$ cat src/hw/rtl/lbb_pkg.sv
// Shared types, widths and constants of the LED blink and breathe controller.
package lbb_pkg;

    localparam int LED_CHANNELS_DEF = 3;
    localparam int DUTY_W           = 16;
    localparam int PULSE_W          = 8;
    localparam int LEN_W            = 16;
    localparam int HALF_W           = 15;
    localparam int BREATHE_CNT_W    = 8;
    localparam int OUT_LEDS         = 3;
    localparam int CFG_IDX_W        = 3;
    localparam int CFG_DATA_W       = 16;

    localparam int ERROR_LED     = 0;
    localparam int HEARTBEAT_LED = 1;
    localparam int INDICATOR_LED = 2;

    localparam logic [DUTY_W-1:0]        FULL_DUTY          = 16'hFFFF;
    localparam logic [DUTY_W-1:0]        BREATHE_STEP_RST   = 16'd1000;
    localparam logic [BREATHE_CNT_W-1:0] BREATHE_PERIOD_RST = 8'd20;
    localparam logic [DUTY_W-1:0]        BREATHE_MAX_RST    = 16'hFFFF;
    localparam logic [DUTY_W-1:0]        BREATHE_MIN_RST    = 16'd0;
    localparam logic [DUTY_W-1:0]        FAULT_DUTY_RST     = 16'hFFFF;

    typedef enum logic [CFG_IDX_W-1:0] {
        CFG_BREATHE_STEP      = 3'd0,
        CFG_BREATHE_PERIOD_MS = 3'd1,
        CFG_BREATHE_MAX_DUTY  = 3'd2,
        CFG_BREATHE_MIN_DUTY  = 3'd3,
        CFG_FAULT_DUTY        = 3'd4
    } cfg_reg_t;

    typedef enum logic {
        FUNC_TICK  = 1'b0,
        FUNC_BLINK = 1'b1
    } func_t;

    // Per-channel flashing state, including the duty held for the LED.
    typedef struct packed {
        logic                flash_on;
        logic [PULSE_W-1:0]  pulses_left;
        logic [HALF_W-1:0]   phase_len;
        logic [HALF_W-1:0]   phase_countdown;
        logic [DUTY_W-1:0]   duty;
    } flash_state_t;

    // Controls handed to one flashing channel for the current item.
    typedef struct packed {
        logic                tick;
        logic                load;
        logic [PULSE_W-1:0]  pulse_count;
        logic [HALF_W-1:0]   phase_len;
    } flash_ctrl_t;

endpackage

$ cat src/hw/rtl/lbb_flash_channel.sv
// Next-state logic of one blinking LED channel.
module lbb_flash_channel
    import lbb_pkg::*;
(
    input  flash_ctrl_t  ctrl,
    input  flash_state_t cur,
    output flash_state_t nxt,
    output logic         written
);

    logic [HALF_W-1:0] phase_dec;

    // The countdown saturates at zero, so a zero half period toggles every tick.
    assign phase_dec = (cur.phase_countdown != '0) ? cur.phase_countdown - 1'b1 : '0;

    always_comb
    begin
        nxt     = cur;
        written = 1'b0;
        if (ctrl.load)
        begin
            nxt.flash_on        = 1'b0;
            nxt.pulses_left     = ctrl.pulse_count;
            nxt.phase_len       = ctrl.phase_len;
            nxt.phase_countdown = ctrl.phase_len;
        end
        else if (ctrl.tick && (cur.pulses_left != '0))
        begin
            if (phase_dec != '0)
            begin
                nxt.phase_countdown = phase_dec;
            end
            else
            begin
                nxt.flash_on        = ~cur.flash_on;
                nxt.phase_countdown = cur.phase_len;
                written             = 1'b1;
                if (!cur.flash_on)
                begin
                    nxt.duty = FULL_DUTY;
                end
                else
                begin
                    nxt.duty        = '0;
                    nxt.pulses_left = cur.pulses_left - 1'b1;
                end
            end
        end
    end

endmodule

$ cat config.mk
export PLATFORM = sky130hd
export DESIGN_NAME = lbb_flash_channel
export DESIGN_NICKNAME = d
export VERILOG_FILES = /design/src/hw/rtl/lbb_pkg.sv /design/src/hw/rtl/lbb_flash_channel.sv
export SDC_FILE = /design/constraint.sdc
export NUM_CORES = 1
export LEC_CHECK = 0
export BUFFER_PORTS_ARGS = -buffer_cell sky130_fd_sc_hd__buf_2
export CAP_MARGIN = 30
export CORE_UTILIZATION = 40
export DETAILED_ROUTE_END_ITERATION = 10
export PLACE_DENSITY = 0.85
export SLEW_MARGIN = 20
export SYNTH_ARGS = -nofsm -noshare
export SYNTH_HDL_FRONTEND = slang
export SYNTH_SLANG_ARGS = --single-unit
$ cat constraint.sdc
create_clock -name vclk -period 5.05
set_input_delay 1.01 -clock vclk [all_inputs]
set_output_delay 1.01 -clock vclk [all_outputs]
set_load 0.02 [all_outputs]
# After elaboration in Yosys (flattened, before gate mapping)
# Index checks and enable logic that the tools add are counted.
dict set report totals {
  wordCells 22
  register_bits 0
  out_inout_bits 56
  in_bits 80
}
dict set report op_classes {
  n_addsub 2
  mux 15
  bitwise 1
  reduce_logical 4
}
# op count
set ops {}
lappend ops {{15-bit two-way mux} 4}
lappend ops {{16-bit two-way mux} 3}
lappend ops {{31-bit two-way mux} 1}
lappend ops {{15-bit nonzero test} 2}
lappend ops {{9-bit two-way mux} 3}
lappend ops {{15-bit by 1-bit subtractor with 15-bit output (second input constant)} 1}
lappend ops {{8-bit two-way mux} 1}
lappend ops {{8-bit nonzero test} 1}
lappend ops {{8-bit by 1-bit subtractor with 8-bit output (second input constant)} 1}
lappend ops {{1-bit two-way mux} 3}
lappend ops {{1-bit logical AND} 1}
lappend ops {{1-bit NOT} 1}

# Depth between registers and ports, before layout
# Gate-level depths: netlist (run 1).
dict set report depth {
  depth_word 6
  depth_mapped 11
  ltp_nobuf 9
}

# Worst setup path after synthesis (run 1)
# Ideal clock, no wire load.
dict set report synth_timing {
  path_kind {input-to-output}
  startpoint {input cur[16] (netlist bit)}
  endpoint {output nxt[47] (netlist bit)}
  arrival_ns 3.278
  t_required_ns 4.040
  path_buffers 0
  stages 9
  setup_slack_ns 0.762
  path_cell_list {inv_1 -> ha_1 -> or4b_1 -> or3_1 -> and4bb_1 -> a31o_2 -> nand3_2 -> mux2_1 -> o21ai_1}
}
# element line
set synth_lines {}
lappend synth_lines {{start, declared} lbb_flash_channel.sv:6} ;# input flash_state_t cur,
lappend synth_lines {{end, declared} lbb_flash_channel.sv:7} ;# output flash_state_t nxt,

==> metrics.md, run 1 <==
| Metric | Value |
|---|---|
| Outcome | complete, no violations |
| DPL Wire Length | 4690 µm |
| Final Worst Setup Slack | 0.409 ns |
| PD cells | 87.2 nW/µm² |
| Rows | 22 |
| Routability cong. | 0.930 |
| Yosys cell types | 53 |
| Leak | 0.00120 µW |
| Worst EP required | 4.04 ns |
| Upper clock frequency limit | 215 MHz |
| Initial DRC count | 145 |
| Detail Route Antenna Nets | 0 |
| Setup_tns | 0 ns |
| MaxCap Viol Count | 0 |
| RSZ-0062 raised after global routing | false |
| Crit-path cells | buf_2, inv_1, ha_1, or4b_1, or3_1, nor4_2, a31o_2, nand3_4, or4_1, o211ai_1, buf_2 |
| Core area | 3770 µm² |
| Die height | 65.5 µm |
| Antenna violations before repair | 0 |
| HP Class | in -> out |
| Largest net degree at the start of global routing | 55 |
| Post-route clock period utilization | 91.9% |
| N_diodes | 0 |
| Area occupied by registers | 0 µm² |
| GRT overflow | 0 |
| Setup Buffers After CTS | 0 |
| Dpl ws | 0.421 ns |
| Initial Util | 42.8% |
| I/O pin count | 136 |
| Slew Limit Fails | 0 |
| Yosys warns | 0 |
| Critical Path Max Stage Delay | 0.48 ns |
| Final Hold Fails | 0 |
| Die width | 65.5 µm |
| Average vias per placed instance | 5.63 |
| CP endpoint kind | output pin |
| Final routed DRC violation total | 0 |
| Seq/Total Area, Yosys | 0% |
| CP max FO | 7 |
| Crit start category | input port |
| Post-synthesis area per instance | 6.28 µm² |
| Total nets after synthesis | 340 |
| Fin util | 60.7% |
| 1st-pass router iterations | 4 |
| First-pass GRT wire length | 9140 µm |
| Slew at the pin with the worst max-slew slack | 0.877 ns |
| Hold buffer count at CTS | 0 |
| CP arrival | 3.63 ns |
| Routed length per instance | 13.3 µm |
| Clkbuf count | 0 |
| Layout Cells excl Fill | 432 |
| Share of cells above drive strength 1 | 42.4% |
| Max VDD drop | 0.0336 mV |
| Final WL | 5760 µm |
| Number of nets in the layout | 469 |
| Hold slack | 2.33 ns |
| Max-slew headroom | 41.6% |
| Final setup violating endpoints | 0 |
| Post-Syn Instances | 257 |
| Gr usage total | 25.8% |
| Crit-path slowest cell | or4_1 |
| Inst Count DP | 432 |
| Type of the worst setup path | in -> out |
| Vias in the first global route | 2033 |
| Synthesized area | 1610 µm² |
| Post_cts resized | 0 |
| Crit path time final | 4.64 ns |
| Vias post-DR | 2430 |
| P&R area growth vs syn | 41.9% |
| Most frequent CP cell | buf_2 |
| Die area | 4290 µm² |
| Seq Cell Count | 0 |
| Port-buffer cells | 136 |
## cell type report
class                           count  area (µm²)
Fill cell                         376        1480
Multi-Input combinational cell    223        1440
Tap cell                           48        60.1
Timing Repair Buffer              141         718
Inverter                           20        75.1
## cells in the final DEF, fill, tap and decap left out, types with 7 or more instances in the layout
| master | n |
|---|---|
| mux2_2 | 11 |
| nor2_1 | 19 |
| inv_1 | 20 |
| buf_2 | 136 |
| nand3_1 | 7 |
| o211ai_1 | 10 |
| a21oi_1 | 21 |
| nand2_1 | 34 |
| a21o_1 | 16 |
| nor3_1 | 8 |
| o21ai_0 | 24 |
## worst max-delay path: cells and delay by family
kind                       cells  cell delay, ns
and+or+nand+nor                5            1.58
buffers and inverters          3            0.41
AOI/OAI and AO/OA              2            0.32
adders and majority gates      1            0.30
## per-layer routing
layer / GRT usage (%) / share of wire, % / routed length, µm
met4: 2.99 / 0.45 / 26
met5: 0 / 0 / 0
met1: 32.8 / 43 / 2470
met2: 47.9 / 48 / 2760
met3: 1.74 / 8.9 / 511
## cell usage after synthesis, types with 3 or more instances
| cell type | instances | share of area [%] |
|---|---|---|
| and2_1 | 3 | 1.2 |
| nand3_1 | 7 | 2.2 |
| xor2_1 | 5 | 2.7 |
| clkbuf_1 | 6 | 1.4 |
| nand4_1 | 4 | 1.6 |
| o211ai_1 | 10 | 4.7 |
| nor2_1 | 19 | 4.4 |
| o21ai_0 | 24 | 7.4 |
| a211oi_1 | 5 | 2.3 |
| or4_1 | 4 | 1.9 |
| ha_1 | 3 | 2.3 |
| a21o_1 | 16 | 7.4 |
| a21oi_1 | 21 | 6.5 |
| xnor2_1 | 3 | 1.6 |
| buf_6 | 6 | 4.2 |
| inv_1 | 20 | 4.7 |
| and3_1 | 5 | 1.9 |
| nor3_1 | 8 | 2.5 |
| nand2b_1 | 3 | 1.2 |
| a31oi_1 | 3 | 1.2 |
| nand2_1 | 34 | 7.9 |
| mux2_2 | 11 | 7.7 |
| nor4_1 | 4 | 1.6 |
## path summary, 6_finish.rpt
path / start / endpoint / slack, ns / cells past startpoint
setup / recovery: cur[16] / nxt[17] / 0.41 / 11
hold / removal: cur[10] / nxt[10] / 2.33 / 3
## stage by stage
step	area [µm²]	power (µW)
floorplan	1610	117
global placement	2290	196
detailed placement	2290	198
CTS	2290	199
global route	2290	217
finish	2290	200
## power breakdown
group / switching, µW / internal [µW]
clock: 0 / 0
sequential: 0 / 0
combinational: 122 / 78.0
## cell families (layout without fill, tap and decap cells)
| group | Yosys count | in the layout | synth area share, % |
|---|---|---|---|
| mux | 12 | 12 | 8.37 |
| simple gates | 108 | 108 | 37.6 |
| fa+ha+maj | 3 | 3 | 2.33 |
| compound gates | 92 | 92 | 36.4 |
| xor+xnor | 8 | 8 | 4.34 |
| buf+inv | 34 | 161 | 11.0 |
(Power assumes the default switching activity.)
==> inputs of run 2 (changes only) <==
==> constraint.sdc (replaced) <==
create_clock -name vclk -period 4.9
set_input_delay 1.47 -clock vclk [all_inputs]
set_output_delay 1.47 -clock vclk [all_outputs]
set_load 0.02 [all_outputs]
==> run 2 against run 1 <==
Against the previous run: the run now ends with setup timing left; non-clock buffer count up 45; critical path depth grew 1; combinational power rose by 47%; cell area grew 43%; total power is 47% higher; routed wire length is 52% higher; core utilization is 26 points higher; clock-buffer cell count did not move; die area did not move; critical endpoint is now nxt[52].
==> metrics.md, run 2 (synthesis gave the netlist of run 1 again) <==
| Metric | Value |
|---|---|
| Outcome | finished with violations (was complete, no violations) |
| Failing checks | setup timing |
| Final setup violating endpoints | 41 (was 0) |
| Worst EP required | 3.43 ns (was 4.04 ns) |
| Upper clock frequency limit | 185 MHz |
| FILL cells | 223 (was 376) |
| Top routing layer in use | met4 (unchanged) |
| Die width | 65.5 µm (unchanged) |
| Total Power | 293 µW (was 200 µW) |
| Final Hold Fails | 0 (unchanged) |
| Multi-input gate area | 1790 µm² (was 1440 µm²) |
| Crit start category | input port (unchanged) |
| Seq Cell Count | 0 (unchanged) |
| WP buf/inv | 4 (was 3) |
| Total internal power | 132 µW (was 78.0 µW) |
| Commonest non-fill, non-tap cell in the layout | buf_2 (unchanged) |
| Antenna violations before repair | 0 (unchanged) |
| Vias post-DR | 2875 (was 2430) |
| Most frequent CP cell | o211ai_1 (was buf_2) |
| I/O pin count | 136 (unchanged) |
| 1st-pass router iterations | 7 (was 4) |
| WL met1 | 3050 µm (was 2470 µm) |
| Share of cells above drive strength 1 | 60.7% (was 42.4%) |
| Sw Pwr | 161 µW (was 122 µW) |
| DPL Wire Length | 5490 µm (was 4690 µm) |
| Most frequent cells in the layout | buf_2, buf_4, nand2_1 (was buf_2, nand2_1, o21ai_0) |
| Crit-path cells | buf_8, inv_8, ha_4, or4b_1, or3_4, and4bb_2, a31o_2, nand3_2, buf_4, o211ai_1, o211ai_1, buf_2 (was buf_2, inv_1, ha_1, or4b_1, or3_1, nor4_2, a31o_2, nand3_4, or4_1, o211ai_1, buf_2) |
| Flop pwr share | 0% (about the same) |
| MaxCap Viol Count | 0 (unchanged) |
| Port-buffer cells | 136 (unchanged) |
| Initial Util | 42.8% (unchanged) |
| Crit-path slowest cell | or4b_1 (was or4_1) |
| RSZ-0062 raised after global routing | true (was false) |
| Routability cong. | 0.941 (was 0.930) |
| Initial DRC count | 214 (was 145) |
| Number of nets in the layout | 515 (was 469) |
| Placed cell areas | 2730 µm² (was 2290 µm²) |
| P&R area growth vs syn | 103% (was 41.9%) |
| HP Class | in -> out (unchanged) |
| Slew Limit Fails | 0 (unchanged) |
| First-pass GRT wire length | 11700 µm (was 9140 µm) |
| CP max FO | 3 (was 7) |
| Clkbuf count | 0 (unchanged) |
| Vias in the first global route | 2510 (was 2033) |
| Max VDD drop | 0.0551 mV (was 0.0336 mV) |
| Routed length per instance | 18.4 µm (was 13.3 µm) |
| Leak | 0.00153 µW (was 0.00120 µW) |
| Average vias per placed instance | 6.01 (was 5.63) |
| Final routed DRC violation total | 0 (unchanged) |
| Largest net degree at the start of global routing | 32 (was 55) |
| Area occupied by registers | 0 µm² (unchanged) |
| Post-route clock period utilization | 110% |
| Post-Layout Inst Area | 3280 µm² (was 2290 µm²) |
| Final WL | 8780 µm (was 5760 µm) |
| Slew at the pin with the worst max-slew slack | 0.596 ns (was 0.877 ns) |
| Fin util | 87.0% (was 60.7%) |
| Hold buffer count at CTS | 0 (unchanged) |
| N_diodes | 0 (unchanged) |
| PD cells | 89.5 nW/µm² (was 87.2 nW/µm²) |
| Crit path max-delay family | simple AND/OR/NAND/NOR gates (unchanged) |
| Met2 wire len | 4500 µm (was 2760 µm) |
| Critical Path Max Stage Delay | 0.42 ns (was 0.48 ns) |
| Final Worst Setup Slack | -0.504 ns (was 0.409 ns) |
| Detail Route Antenna Nets | 0 (unchanged) |
| Max-slew headroom | 60.2% (was 41.6%) |
| Gate power share | 100.0% (about the same) |
| Type of the worst setup path | in -> out (unchanged) |
| Met3 WL | 885 µm (was 511 µm) |
| Die area | 4290 µm² (unchanged) |
| Sw Share | 55.0% (was 60.9%) |
| Clock share of power | 0% (about the same) |
| GRT overflow | 0 (unchanged) |
| CP endpoint kind | output pin (unchanged) |
| Core area | 3770 µm² (unchanged) |
| CP arrival | 3.93 ns (was 3.63 ns) |
| Die height | 65.5 µm (unchanged) |
| Crit path time final | 5.40 ns |
| Gr usage total | 33.6% (was 25.8%) |
| Rows | 22 (unchanged) |
## run 2: cell types whose count changed in the layout (fill, tap and decap cells not counted), sizes merged
cell and change:
buf +44, nand2 +1, clkbuf +1
## run 2: repair_timing
action                                  CTS  global route
resized for setup                        80            32
gates cloned                              1             1
hold endpoints to repair                  0             0
endpoints found under the setup margin   41            41
setup buffers                             3             5
pin swaps                                28            17
## run 2: path summary, 6_finish.rpt
| check | endpoint | cells past startpoint | slack, ns | start |
|---|---|---|---|---|
| worst min-delay path | nxt[7] | 3 | 3.23 | cur[7] |
| worst max-delay path | nxt[52] | 12 | -0.50 | cur[17] |
## run 2: power by group through the flow
stage / registers (µW) / logic, µW / clock network (µW)
after global routing: 0 / 308 / 0
after global placement: 0 / 233 / 0
final: 0 / 293 / 0
after floorplan: 0 / 133 / 0
after detailed placement: 0 / 237 / 0
after CTS: 0 / 264 / 0
## run 2: cell type report
cell class | count | share of cell area, %
Multi-Input combinational cell | 224 | 54.6
Timing Repair Buffer | 186 | 40.9
Inverter | 20 | 2.67
Tap cell | 48 | 1.83
## run 2: tightest hold or removal path: stages
cell and delay (ns):
buf_2 0.08, a21o_4 0.11, buf_6 0.10
## run 2: routing by layer
layer	vias to the layer above	global-route usage, %
met2	238	64.4
met5	-	0
li1	1301	-
met4	0	4.08
met3	46	3.65
met1	1290	40.5
## run 2: through the flow
stage,cells,worst slack (ns),TNS (ns),hold WS [ns]
after floorplan,257,-0.239,-4.46,3.06
after global placement,469,-0.545,-17.65,3.25
after detailed placement,469,-0.591,-19.41,3.25
after CTS,473,-0.454,-14.82,3.23
after global routing,478,-0.545,-18.31,3.24
final,478,-0.504,-15.77,3.23
