## config.mk

```make
export PLATFORM = sky130hd
export DESIGN_NAME = lbb_breathe
export DESIGN_NICKNAME = d
export VERILOG_FILES = /design/src/hw/rtl/lbb_pkg.sv /design/src/hw/rtl/lbb_breathe.sv
export SDC_FILE = /design/constraint.sdc
export NUM_CORES = 1
export LEC_CHECK = 0
export BUFFER_PORTS_ARGS = -buffer_cell sky130_fd_sc_hd__buf_2
export CORE_MARGIN = 5
export CORE_UTILIZATION = 40
export DETAILED_ROUTE_END_ITERATION = 6
export PLACE_DENSITY_LB_ADDON = 0.2
export SYNTH_ARGS = -nofsm -noshare
export SYNTH_HDL_FRONTEND = slang
export SYNTH_SLANG_ARGS = --single-unit
```

## constraint.sdc

```tcl
create_clock -name vclk -period 7.35
set_input_delay 1.47 -clock vclk [all_inputs]
set_output_delay 1.47 -clock vclk [all_outputs]
set_load 0.01 [all_outputs]
```

## src/hw/rtl/lbb_pkg.sv

```systemverilog
// Shared types, widths and constants of the LED blink and breathe controller.
package lbb_pkg;

    localparam int LED_CHANNELS_DEF = 3;
    localparam int DUTY_W           = 16;
    localparam int PULSE_W          = 8;
    localparam int LEN_W            = 16;
    localparam int HALF_W           = 15;
    localparam int BREATHE_CNT_W    = 8;
    localparam int OUT_LEDS         = 3;
    localparam int CFG_IDX_W        = 3;
    localparam int CFG_DATA_W       = 16;

    localparam int ERROR_LED     = 0;
    localparam int HEARTBEAT_LED = 1;
    localparam int INDICATOR_LED = 2;

    localparam logic [DUTY_W-1:0]        FULL_DUTY          = 16'hFFFF;
    localparam logic [DUTY_W-1:0]        BREATHE_STEP_RST   = 16'd1000;
    localparam logic [BREATHE_CNT_W-1:0] BREATHE_PERIOD_RST = 8'd20;
    localparam logic [DUTY_W-1:0]        BREATHE_MAX_RST    = 16'hFFFF;
    localparam logic [DUTY_W-1:0]        BREATHE_MIN_RST    = 16'd0;
    localparam logic [DUTY_W-1:0]        FAULT_DUTY_RST     = 16'hFFFF;

    typedef enum logic [CFG_IDX_W-1:0] {
        CFG_BREATHE_STEP      = 3'd0,
        CFG_BREATHE_PERIOD_MS = 3'd1,
        CFG_BREATHE_MAX_DUTY  = 3'd2,
        CFG_BREATHE_MIN_DUTY  = 3'd3,
        CFG_FAULT_DUTY        = 3'd4
    } cfg_reg_t;

    typedef enum logic {
        FUNC_TICK  = 1'b0,
        FUNC_BLINK = 1'b1
    } func_t;

    // Per-channel flashing state, including the duty held for the LED.
    typedef struct packed {
        logic                flash_on;
        logic [PULSE_W-1:0]  pulses_left;
        logic [HALF_W-1:0]   phase_len;
        logic [HALF_W-1:0]   phase_countdown;
        logic [DUTY_W-1:0]   duty;
    } flash_state_t;

    // Controls handed to one flashing channel for the current item.
    typedef struct packed {
        logic                tick;
        logic                load;
        logic [PULSE_W-1:0]  pulse_count;
        logic [HALF_W-1:0]   phase_len;
    } flash_ctrl_t;

endpackage

```

## src/hw/rtl/lbb_breathe.sv

```systemverilog
// One step of the heartbeat triangle ramp, clamped at the configured limits.
module lbb_breathe
    import lbb_pkg::*;
(
    input  logic [DUTY_W-1:0] level,
    input  logic              rising,
    input  logic [DUTY_W-1:0] step,
    input  logic [DUTY_W-1:0] max_duty,
    input  logic [DUTY_W-1:0] min_duty,
    output logic [DUTY_W-1:0] level_next,
    output logic              rising_next
);

    localparam int EXT_W = DUTY_W + 2;

    logic signed [EXT_W-1:0] up_sum;
    logic signed [EXT_W-1:0] down_diff;
    logic signed [EXT_W-1:0] max_ext;
    logic signed [EXT_W-1:0] min_ext;

    // Two spare bits hold both the carry of a rising step and the sign of a falling one.
    assign up_sum    = $signed({2'b00, level}) + $signed({2'b00, step});
    assign down_diff = $signed({2'b00, level}) - $signed({2'b00, step});
    assign max_ext   = $signed({2'b00, max_duty});
    assign min_ext   = $signed({2'b00, min_duty});

    always_comb
    begin
        rising_next = rising;
        if (rising)
        begin
            if (up_sum >= max_ext)
            begin
                level_next  = max_duty;
                rising_next = 1'b0;
            end
            else
            begin
                level_next = up_sum[DUTY_W-1:0];
            end
        end
        else
        begin
            if (down_diff <= min_ext)
            begin
                level_next  = min_duty;
                rising_next = 1'b1;
            end
            else
            begin
                level_next = down_diff[DUTY_W-1:0];
            end
        end
    end

endmodule

```

== Word-level counts from Yosys, hierarchy flattened ==
Cells that the tools add are included.
W data, S select, Z words.

* Add/subtract/negate cells: 2
* Multiply operators: 0
* Divide/modulo/power cells: 0
* $lt $le $gt $ge: 2
* Equality and inequality tests: 0
* Shift-type cells: 0
* Multiplexer cells: 6
* Bitwise operators: 0
* Reduce and logical (&&, ||, !) cells: 0

{| class="wikitable"
|+ Operator list
! kind !! count
|-
| $mux W16 || 3
|-
| $add A16 B16 Y17 || 1
|-
| $ge A17 B16 Y1 || 1
|-
| $le A17 B17 Y1 || 1
|-
| $sub A16 B16 Y17 || 1
|-
| $mux W1 || 3
|}

* Register bits after elaboration: 0
* Bits in latches: 0
* Memory bits (writable): 0
* Memory bits (read-only): 0
* Input port bits: 65
* Output and inout port bits: 17
* Memories kept: 0

== Logic depth before layout (Yosys ltp) ==
Gate-level depths: netlist of the first run.

* Word-level depth: 4
* Depth in mapped cells: 21
* Depth with buffers taken out: 20

== Worst setup path after synthesis of the first run ==
Ideal clock, no wire load.

* Kind: input-to-output
* Start: input level[0]
* End: output level_next[13]
* Arrival time: 5.009 ns
* Required time: 5.880 ns
* Setup slack: 0.871 ns
* Cell stages on the path: 21
* Path buffers: 1
* Cells stage by stage: inv_1 -> ha_1 -> inv_1 -> fa_1 -> a211oi_4 -> o211ai_2 -> a41o_1 -> a21oi_1 -> o21bai_1 -> a31oi_1 -> xnor2_1 -> ha_1 -> nand4_1 -> nor2_1 -> a221o_1 -> a211oi_2 -> nor3_2 -> buf_6 -> nor2_1 -> a211oi_1 -> a311oi_2

* Cells in the longest elaborated chain, start to end: 4
* Elaborated cells on any way between the ends: 7
* Those cells by class: add/sub (2); order compare (2); mux (3)

{| class="wikitable"
|+ RTL lines
! element !! RTL line !! text
|-
| start, declared || lbb_breathe.sv:5 || <nowiki>input logic [DUTY_W-1:0] level,</nowiki>
|-
| $sub A16 B16 Y17 or $add A16 B16 Y17 (tied branches) || lbb_breathe.sv:23, lbb_breathe.sv:22 ||
|-
| $le A17 B17 Y1 or $ge A17 B16 Y1 (tied branches) || lbb_breathe.sv:44, lbb_breathe.sv:32 ||
|-
| $mux W16, on equally long branches || lbb_breathe.sv:44, lbb_breathe.sv:32 ||
|-
| $mux W16 (*) || lbb_breathe.sv:30 || <nowiki>if (rising)</nowiki>
|-
| end, declared || lbb_breathe.sv:10 || <nowiki>output logic [DUTY_W-1:0] level_next,</nowiki>
|}

Every way passes the cells marked *; elsewhere a longest branch is shown, timed or not.

== Final worst setup path of the first run ==
* Start: input level[0]
* End: output level_next[5]

The elaborated chain is that of the path after synthesis.

==> results.yml, run 1 <==
timing:
  tightest_slew_ps: 573.0
  finalHoldViolCount: 0
  post-route-period-util_pct: 96.07
  slew_violations: 0
  slew_headroom_pct: 61.80
  fmax_mhz: 141.6
  setup-violations-final: 0
  hold_slack_ps: 3345
  min_period_ps: 7061
finish:
  drive_above_1_share_pct: 23.54
  final_util_pct: 47.89
  nets: 613
  fin_cells: 579
  areaGrowthSynthToFinish_pct: 16.83
  n_fill_cell: 766
  regArea_um2: 0
  nClkBuffers: 0
  insertedDiodeCount: 0
  nFlopsAndLatches: 0
place:
  globalplace.congestion: 0.8669
  post-dp-hpwl_um: 7253
  port_buffers: 82
  dp_cells: 579
grt:
  overflow: 0
  grt_antenna_before_repair: 0
  grt_use_total_pct: 17.30
  grt_pass1_vias: 2833
  grt_pass1_wl_um: 13120
  grt_max_degree: 29
route:
  routed_wl_um: 8321
  drt_iter0_drc: 121
  drcViolationCount: 0
  viasPerCell: 5.292
  dr.pass1.iters: 4
  antenna_left: 0
  vias: 3064
  routedWlPerCell_um: 14.37
critical_path:
  cp-start-kind: "primary input"
  arrival_ps: 5590
  crit_fanout: 18
  critPathKind: "in2out"
  startpoint: "level[0]"
  critPathRequiredTime_ps: 5880
  crit_path_end: "level_next[5]"
  end_kind: "output pin"
synthesis:
  synthCells: 409
  synth_most_common_cell: "ha_1"
  avgSynthCellArea_um2: 7.269
  synth_top_area_share_pct: 26.94
  synth.distinct_cells: 59
  syn_nets: 540
  synth_warnings: 0
  synth.area.top_cells: "ha_1, inv_1, a21oi_1"
  synth_area_leader_cell: "ha_1"
  netlist_area_um2: 2973
  synthTopCellsByCount: "ha_1, inv_1, nor2_1"
  synth_seq_area_share_pct: 0
power_and_ir_drop:
  p_clk_share_pct: 0
  p_seq_share_pct: 0
  power_density_nw_per_um2: 110.7
  power.switching_w: 0.0002151
  vdd.ir_drop.worst_v: 0.00004098
  p_leak_nw: 1.835
  comb_power_share_pct: 100.0
  switching_share_pct: 55.95
  internal_power_w: 0.0001693
  total_power_w: 0.0003844
status:
  outcome: "complete, no violations"
floorplan:
  rows: 31
  fp.dieH_um: 96.21
  fp.dieW_um: 96.21
  core_area_um2: 7253
  initial_utilization_pct: 40.99
  die-area_um2: 9256
  ios: 82
clock_tree:
  post_cts_buffers: 0
  cts_resized: 0
  holdBufCountCts: 0
hold_path:
  hold_path_class: "in2out"
run:
  cap_violations: 0
[worst max-delay path: stages]
cell and delay (ps):
buf_2 110, inv_1 50, ha_1 160, inv_1 50, fa_1 450, a211oi_4 260
o211ai_2 140, a41o_1 300, a21oi_1 160, o21bai_1 110, a31oi_2 290, xnor2_1 150
ha_1 260, nand4_1 120, nor2_1 50, a221o_1 300, a211oi_2 280, nor3_4 80
buf_4 210, mux2_2 280, nand2_1 60, o21ai_0 90, buf_2 150
[layer usage]
layer  up-vias  routed length [um]  GRT usage, %
met3         2                 520        0.4691
li1       1590                   -             -
met1      1395                3821         23.81
met2        77                3952         31.68
met5         -                   0             0
met4         0                  27             0
[power groups by stage]
stage | combinational (W) | clock, W | sequential [W]
3_3_place_gp | 0.000380 | 0 | 0
3_5_place_dp | 0.000382 | 0 | 0
4_1_cts | 0.000385 | 0 | 0
6_report | 0.000384 | 0 | 0
5_1_grt | 0.000429 | 0 | 0
2_1_floorplan | 0.000277 | 0 | 0
[kinds of logic after synthesis]
| kind of cell | synth area share (%) |
|---|---|
| mux | 4.798 |
| xor+xnor | 6.776 |
| buf+inv | 11.87 |
| simple gates | 17.89 |
| fa+ha+maj | 28.28 |
| compound gates | 30.39 |
[layout by cell type, fill, tap and decap left out, drive strengths merged, types with 3 or more instances in the layout]
cell,netlist,final
ha,64,64
a211oi,19,19
nand2b,7,7
a21o,8,8
and3,3,3
a211o,4,4
o21bai,6,6
inv,60,60
a21oi,37,37
a221oi,3,3
o221ai,3,3
a31oi,5,5
nand2,14,14
o211ai,4,4
nand3b,4,4
xnor2,15,15
nand3,6,6
xor2,8,8
nor2,39,39
o21ai,18,18
buf,14,90
nor2b,5,5
nand4,7,7
nor3,7,7
mux2i,12,12
[layout make-up]
type                       count  area [um2]  share of cell area [%]
inverter                      61       229.0                   6.592
multi-input combinational    329        2638                   75.94
timing repair buffer          90       483.0                   13.90
tap                           99       123.9                   3.566
[metrics by stage]
stage | cell area [um2] | TNS (ps) | setup WS (ps)
2_1_floorplan | 2973 | 0 | 871.2
3_3_place_gp | 3462 | 0 | 361.0
3_5_place_dp | 3462 | 0 | 219.9
4_1_cts | 3462 | 0 | 199.3
5_1_grt | 3473 | -17.70 | -17.70
6_report | 3473 | 0 | 288.6
[how the worst min path moves through the flow]
stage	start	endpoint	slack [ps]	cells past startpoint
after detailed placement	min_duty[0]	level_next[0]	3340	4
after global placement	max_duty[13]	level_next[13]	3350	4
final	min_duty[0]	level_next[0]	3340	4
after global routing	max_duty[13]	level_next[13]	3380	4
after floorplan	max_duty[13]	level_next[13]	3120	2
after CTS	min_duty[0]	level_next[0]	3340	4
(Power assumes the default switching activity.)
==> run 2, diff against run 1 <==
- ABC_AREA: default -> 1
==> results.yml, run 2 <==
status:
  outcome: "complete, no violations"
critical_path:
  cp-start-kind: "primary input"
  crit_family: "simple AND/OR/NAND/NOR gates"
  cp_slowest_cell: "ha_1"
  critPathRequiredTime_ps: 5880
  end_kind: "output pin"
  path_cells: "buf_2 > ha_1 > a21oi_1 > nand2_1 > a21boi_1 > o21ai_0 > xor2_1 > inv_1 > ha_1 > nand2_1 > nor3_1 > nand2_1 > nand2_1 > nand2_1 > nand2_1 > nand2_1 > nand2_1 > nand2_1 > nand2_2 > nand2_4 > nand2_1 > nand3_1 > nand2_1 > buf_2"
  crit_top_cell: "nand2_1"
  arrival_ps: 5040
  crit_fanout: 17
  crit_buf_inv: 3
  slowest_delay_ps: 400
  critPathKind: "in2out"
  startpoint: "level[2]"
hold_path:
  min-delay-start: "min_duty[8]"
  hold_path_class: "in2out"
synthesis:
  synthTopCellsByCount: "nand2_1, inv_1, nand3_1"
  netlist_area_um2: 3328
  synth_warnings: 0
  synth.area.top_cells: "ha_1, nand2_1, inv_1"
  synthCells: 596
  synth_area_leader_cell: "ha_1"
  syn_nets: 727
  avgSynthCellArea_um2: 5.584
  synth_top_area_share_pct: 24.06
  synth_seq_area_share_pct: 0
  synth.distinct_cells: 38
  synth_most_common_cell: "nand2_1"
finish:
  nFlopsAndLatches: 0
  areaGrowthSynthToFinish_pct: 13.95
  final_cell_mix: "nand2_1, inv_1, buf_2"
  final_common_cell: "nand2_1"
  insertedDiodeCount: 0
  fin_cells: 771
  final_util_pct: 46.39
  regArea_um2: 0
  nClkBuffers: 0
  drive_above_1_share_pct: 15.92
  n_fill_cell: 921
  nets: 799
floorplan:
  rows: 33
  fp.dieH_um: 101.2
  die-area_um2: 10240
  ios: 82
  core_area_um2: 8175
  fp.dieW_um: 101.2
  initial_utilization_pct: 40.71
clock_tree:
  cts_resized: 0
  post_cts_buffers: 0
  holdBufCountCts: 0
grt:
  overflow: 0
  grt_max_degree: 19
  grt_use_total_pct: 19.41
  grt_antenna_before_repair: 0
  grt_pass1_wl_um: 16550
  grt_pass1_vias: 3647
run:
  cap_violations: 0
power_and_ir_drop:
  p_leak_nw: 2.447
  vdd.ir_drop.worst_v: 0.00003554
  power_density_nw_per_um2: 110.0
timing:
  rsz0062_at_grt: "false"
  slew_headroom_pct: 66.79
  setup-violations-final: 0
  tightest_slew_ps: 495.1
  post-route-period-util_pct: 88.61
  slew_violations: 0
  tns_ps: 0
  finalHoldViolCount: 0
  fmax_mhz: 153.5
  min_period_ps: 6513
route:
  routedWlPerCell_um: 13.17
  drcViolationCount: 0
  drt_iter0_drc: 150
  antenna_left: 0
  vias: 3872
  dr.pass1.iters: 4
  routed_wl_um: 10150
  viasPerCell: 5.022
place:
  post-dp-hpwl_um: 9062
  port_buffers: 82
  globalplace.congestion: 0.9613
  dp_cells: 771
-- run 2: cell types whose count changed after synthesis, moves of 8 or more --
cell	delta
inv_2	+8
a211oi_1	-8
xnor2_1	-14
inv_1	+61
nand2_1	+150
nor2_1	-11
nand4_1	+18
xor2_1	+8
mux2i_1	-12
nand3_1	+59
-- run 2: area by class of cell --
cell class                 count  area, um2  area share, %
inverter                     130      488.0          12.87
timing repair buffer          84      425.4          11.22
multi-input combinational    452       2748          72.45
tap                          105      131.4          3.464
-- run 2: tightest hold or removal path, cell delays in order --
cell and delay, ps:
buf_2 70, inv_1 40, nand2_1 60, nand3_1 60, nand2_1 50, buf_2 120
-- run 2: logic make-up after synthesis --
| family | share of synthesized area (%) |
|---|---|
| adder cells (fa/ha/maj) | 25.26 |
| AND/OR/NAND/NOR | 39.74 |
| XOR/XNOR | 4.474 |
| buffers and inverters | 17.44 |
| AO/OA/AOI/OAI | 13.08 |
-- run 2: where the power goes --
part / total [W] / internal [W] / switching [W] / leakage [nW]
Clock: 0 / 0 / 0 / 0
Combinational: 0.000417 / 0.000150 / 0.000267 / 2.45
Sequential: 0 / 0 / 0 / 0
Total: 0.000417 / 0.000150 / 0.000267 / 2.45
-- run 2: through the flow --
| stage | cell area, um2 | hold WS [ps] | setup slack, ps | total power (W) |
|---|---|---|---|---|
| CTS | 3792 | 3342 | 839.3 | 0.0004174 |
| detailed placement | 3792 | 3341 | 843.2 | 0.0004157 |
| floorplan | 3328 | 3141 | 1685 | 0.0002992 |
| global route | 3792 | 3372 | 487.6 | 0.0004754 |
| finish | 3792 | 3341 | 836.8 | 0.0004170 |
| global placement | 3792 | 3327 | 905.1 | 0.0004097 |
-- run 2: path summary, 6_finish.rpt --
check                      endpoint  cells after the start
worst max-delay path  level_next[2]                     24
worst min-delay path  level_next[8]                      6
-- run 2: routing by layer --
metal | GRT usage (%) | routed length (um) | vias up
met4 | 1.840 | 108 | 0
met1 | 26.29 | 4598 | 1710
li1 | - | - | 2053
met3 | 0.3444 | 504 | 8
met5 | 0 | 0 | -
met2 | 35.61 | 4940 | 101
==> run 3, diff against run 2 <==
- CORE_UTILIZATION: 40 -> 41
==> results.yml, run 3 (synthesis gave the netlist of run 2 again) <==
power_and_ir_drop:
  internal_power_w: 0.0001502
  vdd.ir_drop.worst_v: 0.00003619
  p_clk_share_pct: 0
  p_seq_share_pct: 0
  power_density_nw_per_um2: 110.1
  power.switching_w: 0.0002670
  comb_power_share_pct: 100.0
  p_leak_nw: 2.447
  switching_share_pct: 64.00
critical_path:
  critPathKind: "in2out"
  end_kind: "output pin"
  arrival_ps: 5090
  crit_fanout: 17
  cp-start-kind: "primary input"
  critPathRequiredTime_ps: 5880
clock_tree:
  holdBufCountCts: 0
  cts_resized: 0
  post_cts_buffers: 0
floorplan:
  rows: 32
  fp.dieW_um: 100.1
  initial_utilization_pct: 42.63
  die-area_um2: 10020
  ios: 82
  fp.dieH_um: 100.1
  core_area_um2: 7807
finish:
  areaGrowthSynthToFinish_pct: 13.83
  fin_cells: 768
  final_common_cell: "nand2_1"
  drive_above_1_share_pct: 15.92
  n_fill_cell: 876
  nFlopsAndLatches: 0
  nClkBuffers: 0
  multi_input_area_um2: 2748
  insertedDiodeCount: 0
  regArea_um2: 0
  final_cell_mix: "nand2_1, inv_1, buf_2"
  nets: 799
grt:
  grt_use_total_pct: 19.93
  grt_pass1_vias: 3813
  grt_max_degree: 19
  grt_pass1_wl_um: 16890
  overflow: 0
  grt_antenna_before_repair: 0
hold_path:
  whs_path_depth: 6
  min_delay_worst_endpoint: "level_next[7]"
  min-delay-start: "min_duty[7]"
  hold_path_class: "in2out"
timing:
  setup-violations-final: 0
  fmax_mhz: 152.4
  min_period_ps: 6563
  slew_violations: 0
  slew_headroom_pct: 67.53
  rsz0062_at_grt: "false"
  finalHoldViolCount: 0
  tightest_slew_ps: 485.9
  tns_ps: 0
  post-route-period-util_pct: 89.30
route:
  viasPerCell: 5.057
  routed_wl_um: 10050
  dr.pass1.iters: 4
  routedWlPerCell_um: 13.09
  antenna_left: 0
  vias: 3884
  drcViolationCount: 0
  drt_iter0_drc: 156
status:
  outcome: "complete, no violations"
place:
  dp_cells: 768
  port_buffers: 82
  globalplace.congestion: 0.9918
  post-dp-hpwl_um: 8993
run:
  cap_violations: 0
-- run 3: cell counts in the layout (fill, tap and decap cells not counted) --
Identical to the previous run, type by type.
-- run 3: how the worst max path moves through the flow --
stage | startpoint | endpoint | cells after the start
floorplan | level[0] | level_next[10] | 25
global placement | level[8] | level_next[12] | 23
detailed placement | level[8] | level_next[12] | 23
CTS | step[8] | level_next[12] | 24
global route | step[8] | level_next[13] | 24
finish | step[8] | level_next[15] | 24
-- run 3: critical path, stage by stage --
cell      delay [ps]
buf_2             90
inv_1             40
ha_1             400
inv_1            160
a21oi_1          240
o21ai_0          180
a21oi_1          150
nand2_1          100
xor2_1           260
inv_1             80
ha_1             300
nand2_1           70
nor2_1            40
a211oi_1         240
nand2_1           90
nand2_1           60
nand2_1           40
nand2_1           50
buf_4            200
nand3_2          330
nand2_1          150
nand3_1          110
nand2_1           90
buf_2            130
-- run 3: final cells by class --
cell class / instances / area share (%)
inverter: 130 / 12.88
multi-input combinational: 452 / 72.52
tap: 102 / 3.369
timing repair buffer: 84 / 11.23
-- run 3: power groups by stage --
stage | registers, W | clock network [W] | logic [W]
after floorplan | 0 | 0 | 0.000299
after global placement | 0 | 0 | 0.000408
after global routing | 0 | 0 | 0.000477
after CTS | 0 | 0 | 0.000416
final | 0 | 0 | 0.000417
after detailed placement | 0 | 0 | 0.000415
-- run 3: per-stage QoR --
stage                     setup slack, ps  cell area, um2  total power [W]  util [%]  hold slack (ps)
after floorplan                      1685            3328        0.0002992         -             3141
after global placement              810.1            3789        0.0004082     48.53             3329
after detailed placement            829.0            3789        0.0004145     48.53             3335
after CTS                           815.2            3789        0.0004164     48.53             3337
after global routing                347.8            3789        0.0004767     48.53             3372
final                               786.6            3789        0.0004171     48.53             3336
-- run 3: metal layers --
| metal | track usage [%] | up-vias | routed length, um |
|---|---|---|---|
| met5 | 0 | - | 0 |
| met4 | 3.523 | 0 | 161 |
| met3 | 1.737 | 17 | 675 |
| met2 | 35.97 | 105 | 4783 |
| met1 | 26.04 | 1708 | 4433 |
| li1 | - | 2054 | - |
